File: config.mk
export PLATFORM = sky130hd
export DESIGN_NAME = rpn_ctrl
export DESIGN_NICKNAME = d
export VERILOG_FILES = /design/src/rtl/core/rpn_pkg.sv /design/src/rtl/core/rpn_ctrl.sv
export SDC_FILE = /design/constraint.sdc
export NUM_CORES = 1
export LEC_CHECK = 0
export ABC_AREA = 1
export BUFFER_PORTS_ARGS = -buffer_cell sky130_fd_sc_hd__buf_4
export CORE_MARGIN = 8
export CORE_UTILIZATION = 45
export DETAILED_ROUTE_END_ITERATION = 16
export MAX_ROUTING_LAYER = met4
export PLACE_DENSITY = 0.71
export SLEW_MARGIN = 20
export SYNTH_ARGS = -nofsm -noshare
export SYNTH_HDL_FRONTEND = slang
export SYNTH_SLANG_ARGS = --single-unit
export TNS_END_PERCENT = 30
File: constraint.sdc
create_clock -name clk -period 1.7 [get_ports clk]
set_input_delay 0.255 -clock clk [delete_from_list [all_inputs] [get_ports clk]]
set_output_delay 0.255 -clock clk [all_outputs]
set_load 0.02 [all_outputs]
File: src/rtl/core/rpn_pkg.sv
// shared types and constants for the rpn stack evaluator
// token and result payloads, opcode and status codes, controller command bundle
`timescale 1ns / 1ps

package rpn_pkg;

  localparam int DATA_W          = 32;
  localparam int FRAC_W          = 16;
  localparam int PROD_W          = 2 * DATA_W;
  localparam int TRUNC_W         = PROD_W - FRAC_W;
  localparam int DEF_STACK_DEPTH = 64;

  localparam logic [2:0] OPC_PUSH = 3'd0;
  localparam logic [2:0] OPC_ADD  = 3'd1;
  localparam logic [2:0] OPC_SUB  = 3'd2;
  localparam logic [2:0] OPC_MUL  = 3'd3;
  localparam logic [2:0] OPC_DIV  = 3'd4;

  localparam logic [1:0] STATUS_OK       = 2'd0;
  localparam logic [1:0] STATUS_ZERO_DIV = 2'd1;
  localparam logic [1:0] STATUS_UNKNOWN  = 2'd2;

  localparam logic signed [DATA_W-1:0] SAT_MAX = {1'b0, {(DATA_W-1){1'b1}}};
  localparam logic signed [DATA_W-1:0] SAT_MIN = {1'b1, {(DATA_W-1){1'b0}}};

  typedef struct packed {
    logic [2:0]               opcode;
    logic signed [DATA_W-1:0] operand_value;
    logic                     last_token;
  } token_t;

  typedef struct packed {
    logic signed [DATA_W-1:0] answer;
    logic [1:0]               status;
  } result_t;

  typedef enum logic [2:0] {
    ALU_NONE,
    ALU_ADD,
    ALU_SUB,
    ALU_MUL,
    ALU_TRUNC,
    ALU_SAT,
    ALU_DIV
  } alu_op_t;

  typedef struct packed {
    logic       pop;
    logic       ld_b;
    logic       ld_a;
    logic       push_in;
    logic       push_res;
    alu_op_t    alu_op;
    logic       div_start;
    logic       emit;
    logic       emit_err;
    logic [1:0] emit_status;
    logic       clear;
  } cmd_t;

  typedef struct packed {
    logic b_zero;
    logic div_done;
    logic out_busy;
  } stat_t;

endpackage

File: src/rtl/core/rpn_ctrl.sv
// controller: token sequencing, abort tracking and result hand-off
// drives the rpn_pkg command bundle into the datapath and reads its status
`timescale 1ns / 1ps

module rpn_ctrl (
  input  logic           clk,
  input  logic           rst,
  input  logic           token_valid,
  output logic           token_ready,
  input  logic [2:0]     opcode,
  input  logic           last_token,
  input  rpn_pkg::stat_t stat,
  output rpn_pkg::cmd_t  cmd
);

  typedef enum logic [3:0] {
    S_IDLE,
    S_POPB,
    S_POPA,
    S_EXEC,
    S_MUL2,
    S_MUL3,
    S_DIVW,
    S_PUSH,
    S_FINPOP,
    S_EMIT
  } state_t;

  state_t     state;
  logic [2:0] op;
  logic       last;
  logic       aborted;
  logic       is_err;
  logic [1:0] err_status;
  logic       is_arith;

  assign token_ready = (state == S_IDLE);
  assign is_arith    = (opcode == rpn_pkg::OPC_ADD) || (opcode == rpn_pkg::OPC_SUB) ||
                       (opcode == rpn_pkg::OPC_MUL) || (opcode == rpn_pkg::OPC_DIV);

  always_comb begin
    cmd             = '0;
    cmd.alu_op      = rpn_pkg::ALU_NONE;
    cmd.emit_status = rpn_pkg::STATUS_OK;
    unique case (state)
      S_IDLE: begin
        if (token_valid) begin
          if (aborted) begin
            cmd.clear = last_token;
          end else if (opcode == rpn_pkg::OPC_PUSH) begin
            cmd.push_in = 1'b1;
          end else if (is_arith) begin
            cmd.pop = 1'b1;
          end
        end
      end
      S_POPB: begin
        cmd.ld_b = 1'b1;
        cmd.pop  = 1'b1;
      end
      S_POPA: cmd.ld_a = 1'b1;
      S_EXEC: begin
        if (op == rpn_pkg::OPC_ADD) begin
          cmd.alu_op = rpn_pkg::ALU_ADD;
        end else if (op == rpn_pkg::OPC_SUB) begin
          cmd.alu_op = rpn_pkg::ALU_SUB;
        end else if (op == rpn_pkg::OPC_MUL) begin
          cmd.alu_op = rpn_pkg::ALU_MUL;
        end else begin
          cmd.div_start = !stat.b_zero;
        end
      end
      S_MUL2:   cmd.alu_op = rpn_pkg::ALU_TRUNC;
      S_MUL3:   cmd.alu_op = rpn_pkg::ALU_SAT;
      S_DIVW:   cmd.alu_op = stat.div_done ? rpn_pkg::ALU_DIV : rpn_pkg::ALU_NONE;
      S_PUSH:   cmd.push_res = 1'b1;
      S_FINPOP: cmd.pop = 1'b1;
      S_EMIT: begin
        if (!stat.out_busy) begin
          cmd.emit        = 1'b1;
          cmd.emit_err    = is_err;
          cmd.emit_status = is_err ? err_status : rpn_pkg::STATUS_OK;
          cmd.clear       = last;
        end
      end
      default: ;
    endcase
  end

  always_ff @(posedge clk) begin
    if (rst) begin
      state      <= S_IDLE;
      aborted    <= 1'b0;
      is_err     <= 1'b0;
      err_status <= rpn_pkg::STATUS_OK;
    end else begin
      unique case (state)
        S_IDLE: begin
          if (token_valid) begin
            op   <= opcode;
            last <= last_token;
            if (aborted) begin
              if (last_token) begin
                aborted <= 1'b0;
              end
            end else if (opcode == rpn_pkg::OPC_PUSH) begin
              if (last_token) begin
                state <= S_FINPOP;
              end
            end else if (is_arith) begin
              state <= S_POPB;
            end else begin
              is_err     <= 1'b1;
              err_status <= rpn_pkg::STATUS_UNKNOWN;
              state      <= S_EMIT;
            end
          end
        end
        S_POPB: state <= S_POPA;
        S_POPA: state <= S_EXEC;
        S_EXEC: begin
          if (op == rpn_pkg::OPC_MUL) begin
            state <= S_MUL2;
          end else if (op == rpn_pkg::OPC_DIV) begin
            if (stat.b_zero) begin
              is_err     <= 1'b1;
              err_status <= rpn_pkg::STATUS_ZERO_DIV;
              state      <= S_EMIT;
            end else begin
              state <= S_DIVW;
            end
          end else begin
            state <= S_PUSH;
          end
        end
        S_MUL2: state <= S_MUL3;
        S_MUL3: state <= S_PUSH;
        S_DIVW: begin
          if (stat.div_done) begin
            state <= S_PUSH;
          end
        end
        S_PUSH:   state <= last ? S_FINPOP : S_IDLE;
        S_FINPOP: state <= S_EMIT;
        S_EMIT: begin
          if (!stat.out_busy) begin
            if (is_err && !last) begin
              aborted <= 1'b1;
            end
            is_err <= 1'b0;
            state  <= S_IDLE;
          end
        end
        default: state <= S_IDLE;
      endcase
    end
  end

endmodule

=== After elaboration in Yosys (flattened, before gate mapping) ===
Index checks and enable logic that the tools add are counted.

* Register bits after elaboration: 12
* Logic and storage cells: 114
* Bits of input ports: 10

* Equality and inequality tests: 28
* Reductions and logical operators: 17
* Muxes and demuxes: 62
* Bitwise operators: 1

{| class="wikitable"
|+ Operators by type and width
! cell !! count
|-
| 4-bit two-way mux || 12
|-
| 4-bit case mux with 10 select lines || 1
|-
| 1-bit two-way mux || 30
|-
| 2-bit two-way mux || 11
|-
| 2-bit inequality test (second input constant) || 10
|-
| 4-bit by 3-bit equality test with 1-bit output (second input constant) || 4
|-
| 3-bit by 2-bit equality test with 1-bit output (second input constant) || 4
|-
| 3-bit case mux with 4 select lines || 1
|-
| 9-bit AND reduction || 1
|-
| 4-bit by 2-bit equality test with 1-bit output (second input constant) || 2
|-
| 4-bit equality test (second input constant) || 2
|-
| 8-bit AND reduction || 1
|-
| 3-bit by 1-bit equality test with 1-bit output (second input constant) || 2
|-
| 3-bit equality test (second input constant) || 2
|-
| 1-bit case mux with 2 select lines || 3
|-
| 5-bit two-way mux || 1
|-
| 5-bit AND reduction || 1
|-
| 4-bit by 1-bit equality test with 1-bit output (second input constant) || 1
|-
| 4-bit zero test || 1
|-
| 2-bit case mux with 2 select lines || 1
|-
| 4-bit AND reduction || 1
|-
| 2-bit nonzero test || 2
|-
| 3-bit zero test || 1
|-
| 1-bit logical OR || 3
|-
| 9 further kinds || 10
|}

=== Logic depth before layout (Yosys ltp) ===
* Depth in word-level cells: 9
* Mapped depth: 9
* Depth with buffers taken out: 9

=== Least setup slack after synthesis ===
No wires, ideal clock.

* Path type: reg-to-output
* From: register state[3]
* To: output cmd[13] (netlist bit)
* Required time: 1445 ps
* Path slack: -59 ps
* Cell stages (with the launch flop): 4
* Arrival time: 1504 ps
* Cell sequence: dfxtp_1 > nor2_1 > nand2_4 > o41ai_1

{| class="wikitable"
|+ RTL lines
! item !! line !! source
|-
| start: declaration || rpn_ctrl.sv:29 || <nowiki>state_t state;</nowiki>
|-
| start signal: assignment || rpn_ctrl.sv:143 || <nowiki>S_PUSH: state <= last ? S_FINPOP : S_IDLE;</nowiki>
|-
| end: declaration || rpn_ctrl.sv:13 || <nowiki>output rpn_pkg::cmd_t cmd</nowiki>
|}

==> impl_metrics.yaml <==
yosys:
  yosysUniqueCellTypes: 25
  synth_nets: 141
  synth_edf_count: 4
  avgSynthCellArea_um2: 6.34
  synth_flop_cell: "dfxtp_1"
  ys_ff_latch: 12
  postSynthCellCount: 131
  ys_async_sr_fraction_pct: 0
  synth_warnings: 0
  syn_area_um2: 831
  synth-seq-area-share_pct: 33.7
setup_path:
  timing_worst_setup_path_type: "reg -> out"
  worstReg2RegStart: "state[3]"
  r2r_cells: 10
  cp-start-kind: "flop"
  r2r_end: "state[3]"
  path_max_fanout: 4
  end_kind: "primary output"
  ff2ff_setup_slack_ns: 0.35
  critPathArrivalTime_ns: 1.46
  cp-startpoint: "state[0]"
  required_ns: 1.44
sta:
  finalCriticalPeriod_ns: 1.71
  fin_worst_skew_ns: 0.00444
  grt_setup_unrepaired: "yes"
  finalSetupViolCount: 1
  slew_viol_final: 0
  hold_viol: 0
  fin_ws_ns: -0.0107
  slew_headroom_pct: 83.8
  min_period_over_period_pct: 101
  fmax_ghz: 0.585
  tightest_slew_ns: 0.242
pwr:
  p_leak_uw: 0.000573
  power_density_nw_per_um2: 1450
  vdd_drop_max_mv: 0.849
  power_uw: 1700
global_route:
  grt_pass1_vias: 897
  grt_max_degree: 9
  grt_pass1_wl_mm: 3.96
  grt_antenna_before_repair: 0
  gr-total-overflow: 0
  grt_use_total_pct: 15.0
placed_design:
  port_buffers: 24
  dpl.hpwl_mm: 1.95
  place_congestion: 0.911
  placed_area_um2: 1080
floorplan:
  design.die.area_um2: 3480
  die_x_um: 59.0
  rows: 15
  core_um2: 1730
  die_h_um: 59.0
  ios: 25
  start_util_pct: 48.1
route:
  drc: 0
  drt_wl_total_mm: 2.39
  first_pass_iters: 5
  vias_per_cell: 5.05
  num_vias: 954
  ant_nets: 0
  first_iter_violations: 19
  post_drt_wl_per_cell_um: 12.7
run:
  drv_cap: 0
final_layout:
  drive_gt1_share_pct: 34.1
  diodes: 0
  syn_to_final_growth_pct: 40.7
  nets: 175
  regArea_um2: 290
  num-fill-cells: 176
  multi_input_area_um2: 510
  final_core_util_pct: 67.7
  postLayoutCellArea_um2: 1170
run_status:
  status: "finished, violations left"
  violations: "setup timing"
cts:
  cts_root_buf: "clkbuf_4"
  cts_htree_levels: 1
  path_clk_slew_ns: 0.08
  hold_buffers: 0
  cts_tree: "built"
  cts_buffers: 3
  cts_sinks: 12
  clock_path_buffers: 2
  worstSkewPairLatency_ns: 0.27
min_path:
  hp-start: "opcode[1]"
  whs_endpoint: "op[1]"
  hold_depth: 1
  min_path_type: "in -> reg"
## synthesized netlist by cell type, types with 2 or more instances
library cell	count	share of area (%)
nand2_2	2	1.5
nor3_1	3	1.8
nor2_2	2	1.5
inv_1	20	9.0
dfxtp_1	8	19
nand3_1	19	11
edfxtp_1	4	14
o21ai_1	2	1.2
nor2_1	16	7.2
nand2_1	31	14
a21oi_1	8	4.8
o21ai_0	3	1.8
## how the worst max path moves through the flow
stage / slack, ns / end / cells past startpoint
after floorplan: 0.03 / cmd[0] / 6
after global placement: 0.17 / cmd[0] / 7
after detailed placement: 0.12 / cmd[0] / 7
after CTS: 0.005 / cmd[13] / 6
after global routing: -0.06 / cmd[0] / 4
final: -0.01 / cmd[0] / 4
## metrics by stage
| step | setup TNS [ns] | cells | hold WS (ns) | setup WS [ns] |
|---|---|---|---|---|
| floorplan | 0 | 131 | 0.354 | 0.0301 |
| CTS | 0 | 189 | 0.149 | 0.00507 |
| finish | -0.0107 | 189 | 0.161 | -0.0107 |
| global placement | 0 | 184 | 0.444 | 0.167 |
| detailed placement | 0 | 184 | 0.445 | 0.123 |
| global route | -0.106 | 189 | 0.148 | -0.0605 |
## cell families after synthesis
group           synth area share, %
flops                          33.7
buf+inv                        10.7
simple gates                   44.6
compound gates                 11.0
## power breakdown
group / switching (uW) / internal [uW]
sequential: 79.3 / 382
clock: 99.3 / 90.9
combinational: 626 / 421
## per-layer routing
metal | GRT usage (%) | part of all wire [%] | vias to the layer above
met5 | - | 0 | -
met4 | 6.14 | 1.1 | 0
met2 | 25.7 | 50 | 23
met1 | 16.9 | 44 | 430
li1 | - | - | 497
met3 | 2.61 | 4.7 | 4
## cell type report
cell class | instances | area share (%)
flip-flops and latches | 12 | 24.8
multi-input cells | 96 | 43.7
inverters | 22 | 7.28
well taps | 25 | 2.68
repair buffers | 30 | 19.3
clock buffers | 4 | 2.25
## cell usage in the layout (no fill, tap or decap), types with 4 or more instances in the layout
master,synthesis,layout
nand3_1,19,19
buf_4,0,30
nand2_2,2,4
a21oi_1,8,7
nor2_1,16,14
dfxtp_1,8,4
nand2_1,31,29
nor2_4,1,4
edfxtp_1,4,4
inv_1,20,19
## critical path: stages (launching register included)
cell and delay, ns:
dfxtp_4 0.37, nor2_4 0.18, nand3_1 0.18, o32ai_2 0.25, buf_4 0.19
## flip-flops by register name, summed over array words and instances (netlist names)
name and cells:
err_status 2, op 3, is_err 1, aborted 1, last 1, state 4
## timing repair
| action | 4_1_cts | 5_1_grt |
|---|---|---|
| gates cloned | 0 | 0 |
| setup buffers | 1 | 0 |
| pin swaps | 1 | 0 |
| resized for setup | 13 | 5 |
| endpoints found under the setup margin | 7 | 7 |
Power figures use the tool's default switching activity.
